<file path="src/design/led_keyframe_fade_engine_top_defines.svh">
// Assertion macros shared by the fade engine RTL.
`ifndef LED_KEYFRAME_FADE_ENGINE_TOP_DEFINES_SVH
`define LED_KEYFRAME_FADE_ENGINE_TOP_DEFINES_SVH
`ifndef SYNTHESIS
`define LKF_ASSERT_IMP(label, clk, rst_n, a, b) \
	label: assert property (@(posedge clk) disable iff (!rst_n) (a) |-> (b)) \
	else $error("%m: assertion failed");
`define LKF_ASSERT_NXT(label, clk, rst_n, a, b) \
	label: assert property (@(posedge clk) disable iff (!rst_n) (a) |=> (b)) \
	else $error("%m: assertion failed");
`else
`define LKF_ASSERT_IMP(label, clk, rst_n, a, b)
`define LKF_ASSERT_NXT(label, clk, rst_n, a, b)
`endif
`endif

</file>
<file path="src/design/lkf_pkg.sv">
// Package: shared types, constants and helpers of the fade engine.
`default_nettype none
package lkf_pkg;
	localparam int NUM_FRAMES   = 64;
	localparam int NUM_CHANNELS = 4;
	localparam int FW = $clog2(NUM_FRAMES);
	localparam int CW = (NUM_CHANNELS > 1) ? $clog2(NUM_CHANNELS) : 1;
	localparam int LAST_CH = NUM_CHANNELS - 1;

	localparam logic [1:0] MODE_TICK   = 2'd0;
	localparam logic [1:0] MODE_WRITE  = 2'd1;
	localparam logic [1:0] MODE_COMMIT = 2'd2;

	localparam logic [1:0] PH_STATIC = 2'd0;
	localparam logic [1:0] PH_HOLD   = 2'd1;
	localparam logic [1:0] PH_DECAY  = 2'd2;

	localparam logic [24:0] ONE_Q24 = 25'h1000000;

	typedef struct packed {
		logic [7:0]    r;
		logic [7:0]    g;
		logic [7:0]    b;
		logic [7:0]    decay;
		logic [7:0]    hold;
		logic [FW-1:0] link;
	} frame_t;

	// controller -> datapath commands
	typedef struct packed {
		logic           stage_wr;   // write staging entry
		logic           copy_go;    // copy one entry staging->active
		logic [FW-1:0]  copy_idx;
		logic           rd_cur;     // read current frame of channel
		logic           rd_nxt;     // read linked frame
		logic           rd_start;   // read commit start frame
		logic           adv;        // apply advance for channel
		logic           start;      // start channel at commit frame
		logic           emit;       // load output register
		logic [CW-1:0]  ch;
		logic           last;
	} cmd_t;

	typedef struct packed {
		logic out_busy;
	} sts_t;
endpackage
`default_nettype wire

</file>
<file path="src/design/lkf_ctrl.sv">
// Controller: sequences writes, commits, ticks and channel emission.
`default_nettype none
module lkf_ctrl (
	input  wire logic            clk,
	input  wire logic            arst_n,
	input  wire logic            in_valid,
	output logic                 in_ready,
	input  wire logic [1:0]      mode,
	input  wire logic            cfg_we,
	input  wire logic [7:0]      cfg_data,
	output lkf_pkg::cmd_t        cmd,
	input  wire lkf_pkg::sts_t   sts,
	output logic [lkf_pkg::CW-1:0] start_sel
);
	import lkf_pkg::*;
	`include "led_keyframe_fade_engine_top_defines.svh"

	localparam logic [2:0] S_IDLE = 3'd0, S_COPY = 3'd1, S_START = 3'd2,
		S_RDC = 3'd3, S_RDN = 3'd4, S_WGT = 3'd5, S_ADV = 3'd6, S_EMIT = 3'd7;

	logic [2:0]    state_q;
	logic [7:0]    div_q, pre_q;
	logic [FW:0]   idx_q;
	logic [CW-1:0] ch_q;
	logic          stepping_q, commit_q;
	logic [8:0]    cnt;

	assign cnt = {1'b0, pre_q} + 9'd1;
	assign in_ready = (state_q == S_IDLE);
	assign start_sel = ch_q;

	always_comb begin
		cmd = '0;
		cmd.ch = ch_q;
		cmd.copy_idx = idx_q[FW-1:0];
		cmd.last = (32'(ch_q) == LAST_CH);
		cmd.stage_wr = in_valid && in_ready && mode == MODE_WRITE;
		case (state_q)
			// last copy cycle only drains the write stage
			S_COPY:  cmd.copy_go = !idx_q[FW];
			S_START: cmd.start = 1'b1;
			S_RDC:   cmd.rd_cur = 1'b1;
			S_RDN: begin
				cmd.rd_start = commit_q;
				cmd.rd_nxt = !commit_q;
			end
			S_ADV:   cmd.adv = 1'b1;
			S_EMIT:  cmd.emit = !sts.out_busy;
			default: ;
		endcase
	end

	always_ff @(posedge clk or negedge arst_n) begin
		if (!arst_n) begin
			state_q <= S_IDLE; div_q <= 8'd6; pre_q <= '0; idx_q <= '0;
			ch_q <= '0; stepping_q <= 1'b0; commit_q <= 1'b0;
		end else begin
			if (cfg_we) div_q <= cfg_data;
			case (state_q)
				S_IDLE: if (in_valid) begin
					ch_q <= '0;
					if (mode == MODE_TICK) begin
						if (cnt < {1'b0, div_q}) begin
							pre_q <= cnt[7:0]; stepping_q <= 1'b0; state_q <= S_EMIT;
						end else begin
							pre_q <= '0; stepping_q <= 1'b1; state_q <= S_RDC;
						end
					end else if (mode == MODE_COMMIT) begin
						idx_q <= '0; commit_q <= 1'b1; state_q <= S_COPY;
					end
				end
				S_COPY: begin
					idx_q <= idx_q + 1'b1;
					if (idx_q[FW]) state_q <= S_RDN;
				end
				S_RDN: state_q <= commit_q ? S_START : S_WGT;
				S_START: state_q <= S_EMIT;
				S_RDC: state_q <= S_RDN;
				S_WGT: state_q <= S_ADV;
				S_ADV: state_q <= S_EMIT;
				S_EMIT: if (!sts.out_busy) begin
					if (32'(ch_q) == LAST_CH) begin
						state_q <= S_IDLE; commit_q <= 1'b0;
					end else begin
						ch_q <= ch_q + 1'b1;
						state_q <= commit_q ? S_RDN : (stepping_q ? S_RDC : S_EMIT);
					end
				end
				default: state_q <= S_IDLE;
			endcase
		end
	end

	`LKF_ASSERT_IMP(a_rdy_idle, clk, arst_n, in_ready, state_q == S_IDLE)
	`LKF_ASSERT_NXT(a_copy_go, clk, arst_n, state_q == S_COPY && !idx_q[FW], state_q == S_COPY)
	`LKF_ASSERT_IMP(a_wr_idle, clk, arst_n, cmd.stage_wr, state_q == S_IDLE)
endmodule
`default_nettype wire

</file>
<file path="config.mk">
export PLATFORM = sky130hd
export DESIGN_NAME = lkf_ctrl
export DESIGN_NICKNAME = d
export VERILOG_FILES = /design/src/design/lkf_pkg.sv /design/src/design/lkf_ctrl.sv
export VERILOG_INCLUDE_DIRS = /design/src /design/src/design
export SDC_FILE = /design/constraint.sdc
export NUM_CORES = 1
export LEC_CHECK = 0
export ABC_AREA = 1
export BUFFER_PORTS_ARGS = -buffer_cell sky130_fd_sc_hd__buf_2
export CAP_MARGIN = 15
export CORE_ASPECT_RATIO = 1.2
export CORE_UTILIZATION = 41
export DETAILED_ROUTE_END_ITERATION = 10
export PLACE_DENSITY = 0.76
export SLEW_MARGIN = 20
export SYNTH_ARGS = -nofsm -noshare
export SYNTH_HDL_FRONTEND = slang
export SYNTH_SLANG_ARGS = --single-unit
</file>
<file path="constraint.sdc">
create_clock -name clk -period 2.1 [get_ports clk]
set_clock_uncertainty 0.1 [all_clocks]
set_input_delay 0.42 -clock clk [delete_from_list [all_inputs] [get_ports clk]]
set_output_delay 0.42 -clock clk [all_outputs]
set_load 0.05 [all_outputs]
</file>
==> results.txt <==
The run finished with clean final reports. The setup path with the least slack is of type reg -> reg. The multi-input logic area is 0.00113 mm². Setup repair after global routing could not meet its margin everywhere. The total overflow reported by the global router came out at 0.

The number of buffers inserted by hold repair at cts came out at 0. The via count of the first global-routing pass is 1646. The congestion estimate from routability-driven global placement came to 0.866. The setup violation total in the final timing report is 0. The depth of the CTS H-tree is 2. The post-synthesis instance total is 265. Timing analysis after detailed placement gives a worst setup slack of -72.3 ps. Clock tree synthesis inserted a total of 5 buffers.

Once placement finished, the instance area stood at 0.00222 mm². The worst-case clock buffer depth came out at 2. The biggest area contributor in the post-synthesis netlist is dfrtp_1. The number of antenna-violating nets in the routed design is 0. The post-detailed-route DRC marker count came out at 0. The horizontal die dimension came out at 65.8 µm. The area enclosed by the die boundary came out at 0.00516 mm². The sequential-to-total area share from yosys stat is 37.7%. The path class of the tightest hold or removal check is in -> async. The kind of end point of the critical path is a flip-flop. The worst endpoint required time is 2170 ps. Among cell families on the critical path, the largest total delay comes from simple AND/OR/NAND/NOR gates. The HPWL after detailed placement is 3090 µm. The count of final hold-check violations is 0. The relative slew slack came out at 53.9%. The average size of a mapped cell came out at 7.54 µm².

The first-pass GRT wire length is 6920 µm. The flip-flop and latch count after synthesis came out at 30. The maximum vdd drop is 0.545 mV. The number of distinct library cells after synthesis is 33. The area of the mapped netlist came out at 0.00200 mm². The warning count from the yosys run is 0.

The register area is 756 µm². The power per unit of standard cell area is 1080 mW/mm². The area of the core region is 0.00463 mm². The reported max-cap violation count is 0. Measured on the finished design, the core utilization comes to 54.1%. The largest net degree at the start of global routing came out at 31. The total number of vias is 1817.

The final critical-path share of the clock period is 99.2%. The leakage power is 1.33 nW. The net count reported at finish is 334.

Summing all non-filler instances in the final layout gives an area of 0.00250 mm². In this run the core area contains 27 standard-cell rows. The delay contributed by the slowest stage of the critical path came out at 390 ps. The post-layout total power is 2.69 mW. Together, buffers and inverters on the worst path number 3. By area the synthesized netlist is led by dfrtp_1 (35%), nand2_1 (14%), inv_1 (6.9%), ha_1 (6.3%), nand3_1 (3.8%).

The minimum period implied by the final worst setup slack came out at 2080 ps. The number of antenna violations at the first check in global routing is 0. The highest achievable clock rate is 480 MHz. By instance count, the cell type seen most on the critical path is nand2_1. The clock latency of the later-clocked register in the worst-skew pair is 290 ps. The via density per instance is 4.94.

The final routed wirelength across all metal layers came out at 4370 µm. The final number of max-transition violations is 0. The tree is rooted in a clkbuf_8.

The cell with the biggest individual delay on the critical path is dfrtp_1. The signal on the critical path passes through buf_6 > nand2_2 > nor2_4 > buf_4 > nand3_1 > nand2_1 > inv_1 > ha_1 > nand2_1 > nor2_1 > nand2_4 > nand4_1 > nand2_1. STA classifies the critical path startpoint as a flip-flop. The area growth from synthesis to layout is 25.2%. The fill cell total of the finished layout is 429. The worst hold slack across all endpoints came out at 77.4 ps. The share of Yosys cell area claimed by the top area cell type came out at 35.0%. For this design, the sink count on the clock tree is 30.

The combined global-route utilization of all metal layers came out at 17.5%. The first-pass iteration count of the detailed router is 4. The initial utilization of the core area, before any placement, comes to 43.2%. The worst-path maximum fanout came out at 8.

Clock-pin slew was measured on the worst setup and hold paths at 70 ps. The detail-routed net length per standard cell is 11.9 µm. The vertical die dimension came out at 78.5 µm. The count of port buffers added during placement came out at 34. The worst path meets setup with 16.3 ps of slack. The ratio of cells with drive above 1 in the final layout is 33.9%.

The number of inserted diodes came out at 0. TritonCTS built the clock tree. The initial DRC count is 123.

During I/O placement, the number of pins put on the boundary was 35. The number of nets handed over by synthesis was 290. For the pin with the worst max-slew slack, the measured transition is 692 ps. The worst path arrival time is 2150 ps.
-- stage by stage --
stage	cells	setup TNS (ps)
6_report	368	0
5_1_grt	368	-845
4_1_cts	363	0
3_5_place_dp	353	-440
3_3_place_gp	353	-17.4
2_1_floorplan	265	0
-- kinds of logic (layout without fill, tap and decap cells) --
family | after synthesis | count (layout) | share of synthesized area (%)
AO/OA/AOI/OAI | 25 | 25 | 7.38
AND/OR/NAND/NOR | 138 | 138 | 32.4
XOR/XNOR | 8 | 8 | 3.50
multiplexers | 1 | 1 | 0.563
flip-flops | 30 | 30 | 37.7
adder cells (fa/ha/maj) | 10 | 10 | 6.26
buffers and inverters | 53 | 98 | 12.3
-- sequential cells by signal (all words and copies together), names as in the netlist --
| register | flops |
|---|---|
| commit_q | 1 |
| div_q | 8 |
| idx_q | 7 |
| pre_q | 8 |
| start_sel | 2 |
| state_q | 3 |
| stepping_q | 1 |
-- worst paths after layout --
kind,startpoint,cells past startpoint,endpoint,slack (ps)
worst max register to register,pre_q[1],13,pre_q[3],20
max in group asynchronous,arst_n,1,state_q[2],1340
worst max-delay path,pre_q[1],13,pre_q[3],20
worst min-delay path,arst_n,1,pre_q[5],80
worst min register to register,div_q[1],2,div_q[1],410
min in group clk,cfg_data[3],3,div_q[3],240
-- where the power goes --
part	total [mW]	internal [mW]	switching [mW]
Clock	0.478	0.264	0.214
Sequential	0.857	0.707	0.150
Combinational	1.36	0.425	0.934
-- metal layers --
| metal | global-route usage, % | up-vias | routed length [µm] |
|---|---|---|---|
| met4 | 6.96 | 0 | 72 |
| met2 | 31.2 | 42 | 2280 |
| met3 | 4.51 | 8 | 178 |
| li1 | - | 924 | - |
| met5 | 0 | - | 0 |
| met1 | 19.2 | 843 | 1840 |
-- cells in the final DEF, fill, tap and decap left out, types with 2 or more instances in the layout --
| master | netlist | routed |
|---|---|---|
| o21ai_0 | 11 | 11 |
| ha_4 | 0 | 3 |
| inv_2 | 3 | 4 |
| xnor2_1 | 2 | 2 |
| nand4_1 | 12 | 12 |
| o21ai_1 | 2 | 2 |
| nand2_1 | 76 | 64 |
| buf_2 | 0 | 33 |
| nor2_2 | 4 | 5 |
| xor2_1 | 6 | 5 |
| inv_4 | 2 | 2 |
| nand2_4 | 1 | 2 |
| nor3_1 | 4 | 2 |
| ha_1 | 10 | 6 |
| nor2_1 | 18 | 15 |
| buf_6 | 1 | 3 |
| nand2_2 | 3 | 14 |
| dfrtp_2 | 0 | 2 |
| nor3_2 | 0 | 2 |
| dfstp_2 | 2 | 2 |
| a21oi_1 | 3 | 2 |
| nand3_1 | 15 | 14 |
| dfrtp_1 | 28 | 26 |
| inv_1 | 37 | 36 |
| clkbuf_8 | 0 | 6 |
| nor2_8 | 2 | 2 |
| o21ai_2 | 2 | 2 |
| o22ai_1 | 2 | 2 |
| a21oi_2 | 1 | 2 |
| nor2_4 | 2 | 4 |
| buf_4 | 9 | 11 |
-- synthesized netlist by cell type --
| cell | n |
|---|---|
| nor2_4 | 2 |
| nor2_8 | 2 |
| o211ai_1 | 1 |
| nor3_1 | 4 |
| nand4_1 | 12 |
| o21ai_0 | 11 |
| o21ai_1 | 2 |
| dfrtp_1 | 28 |
| mux2_2 | 1 |
| inv_4 | 2 |
| a31oi_1 | 1 |
| nor2_2 | 4 |
| o21ai_2 | 2 |
| o21a_1 | 1 |
| a21oi_1 | 3 |
| nand2_4 | 1 |
| nand2_1 | 76 |
| and3_1 | 1 |
| inv_2 | 3 |
| buf_6 | 1 |
| nand3_1 | 15 |
| a21boi_0 | 1 |
| nand2_2 | 3 |
| a21oi_2 | 1 |
| clkbuf_1 | 1 |
| ha_1 | 10 |
| dfstp_2 | 2 |
| o22ai_1 | 2 |
| xor2_1 | 6 |
| nor2_1 | 18 |
| buf_4 | 9 |
| xnor2_1 | 2 |
| inv_1 | 37 |
-- worst reg2reg max path, delay by kind of cell, from the launching register on --
kind / cells / cell delay [ps]
buf+inv: 3 / 300
fa+ha+maj: 1 / 320
flops: 1 / 390
simple gates: 9 / 860
-- cell type report --
cell class,count,share of cell area [%]
tap,58,2.90
multi-input combinational,182,45.2
clock inverter,1,0.200
inverter,42,6.50
sequential,30,30.2
clock buffer,7,3.45
timing repair buffer,48,11.5
-- what timing repair did --
item                                    CTS  global route
setup buffers                             2             5
endpoints found under the setup margin   10            12
gates resized for setup                   5            27
pin swaps                                 1            18
Power figures use the tool's default switching activity.
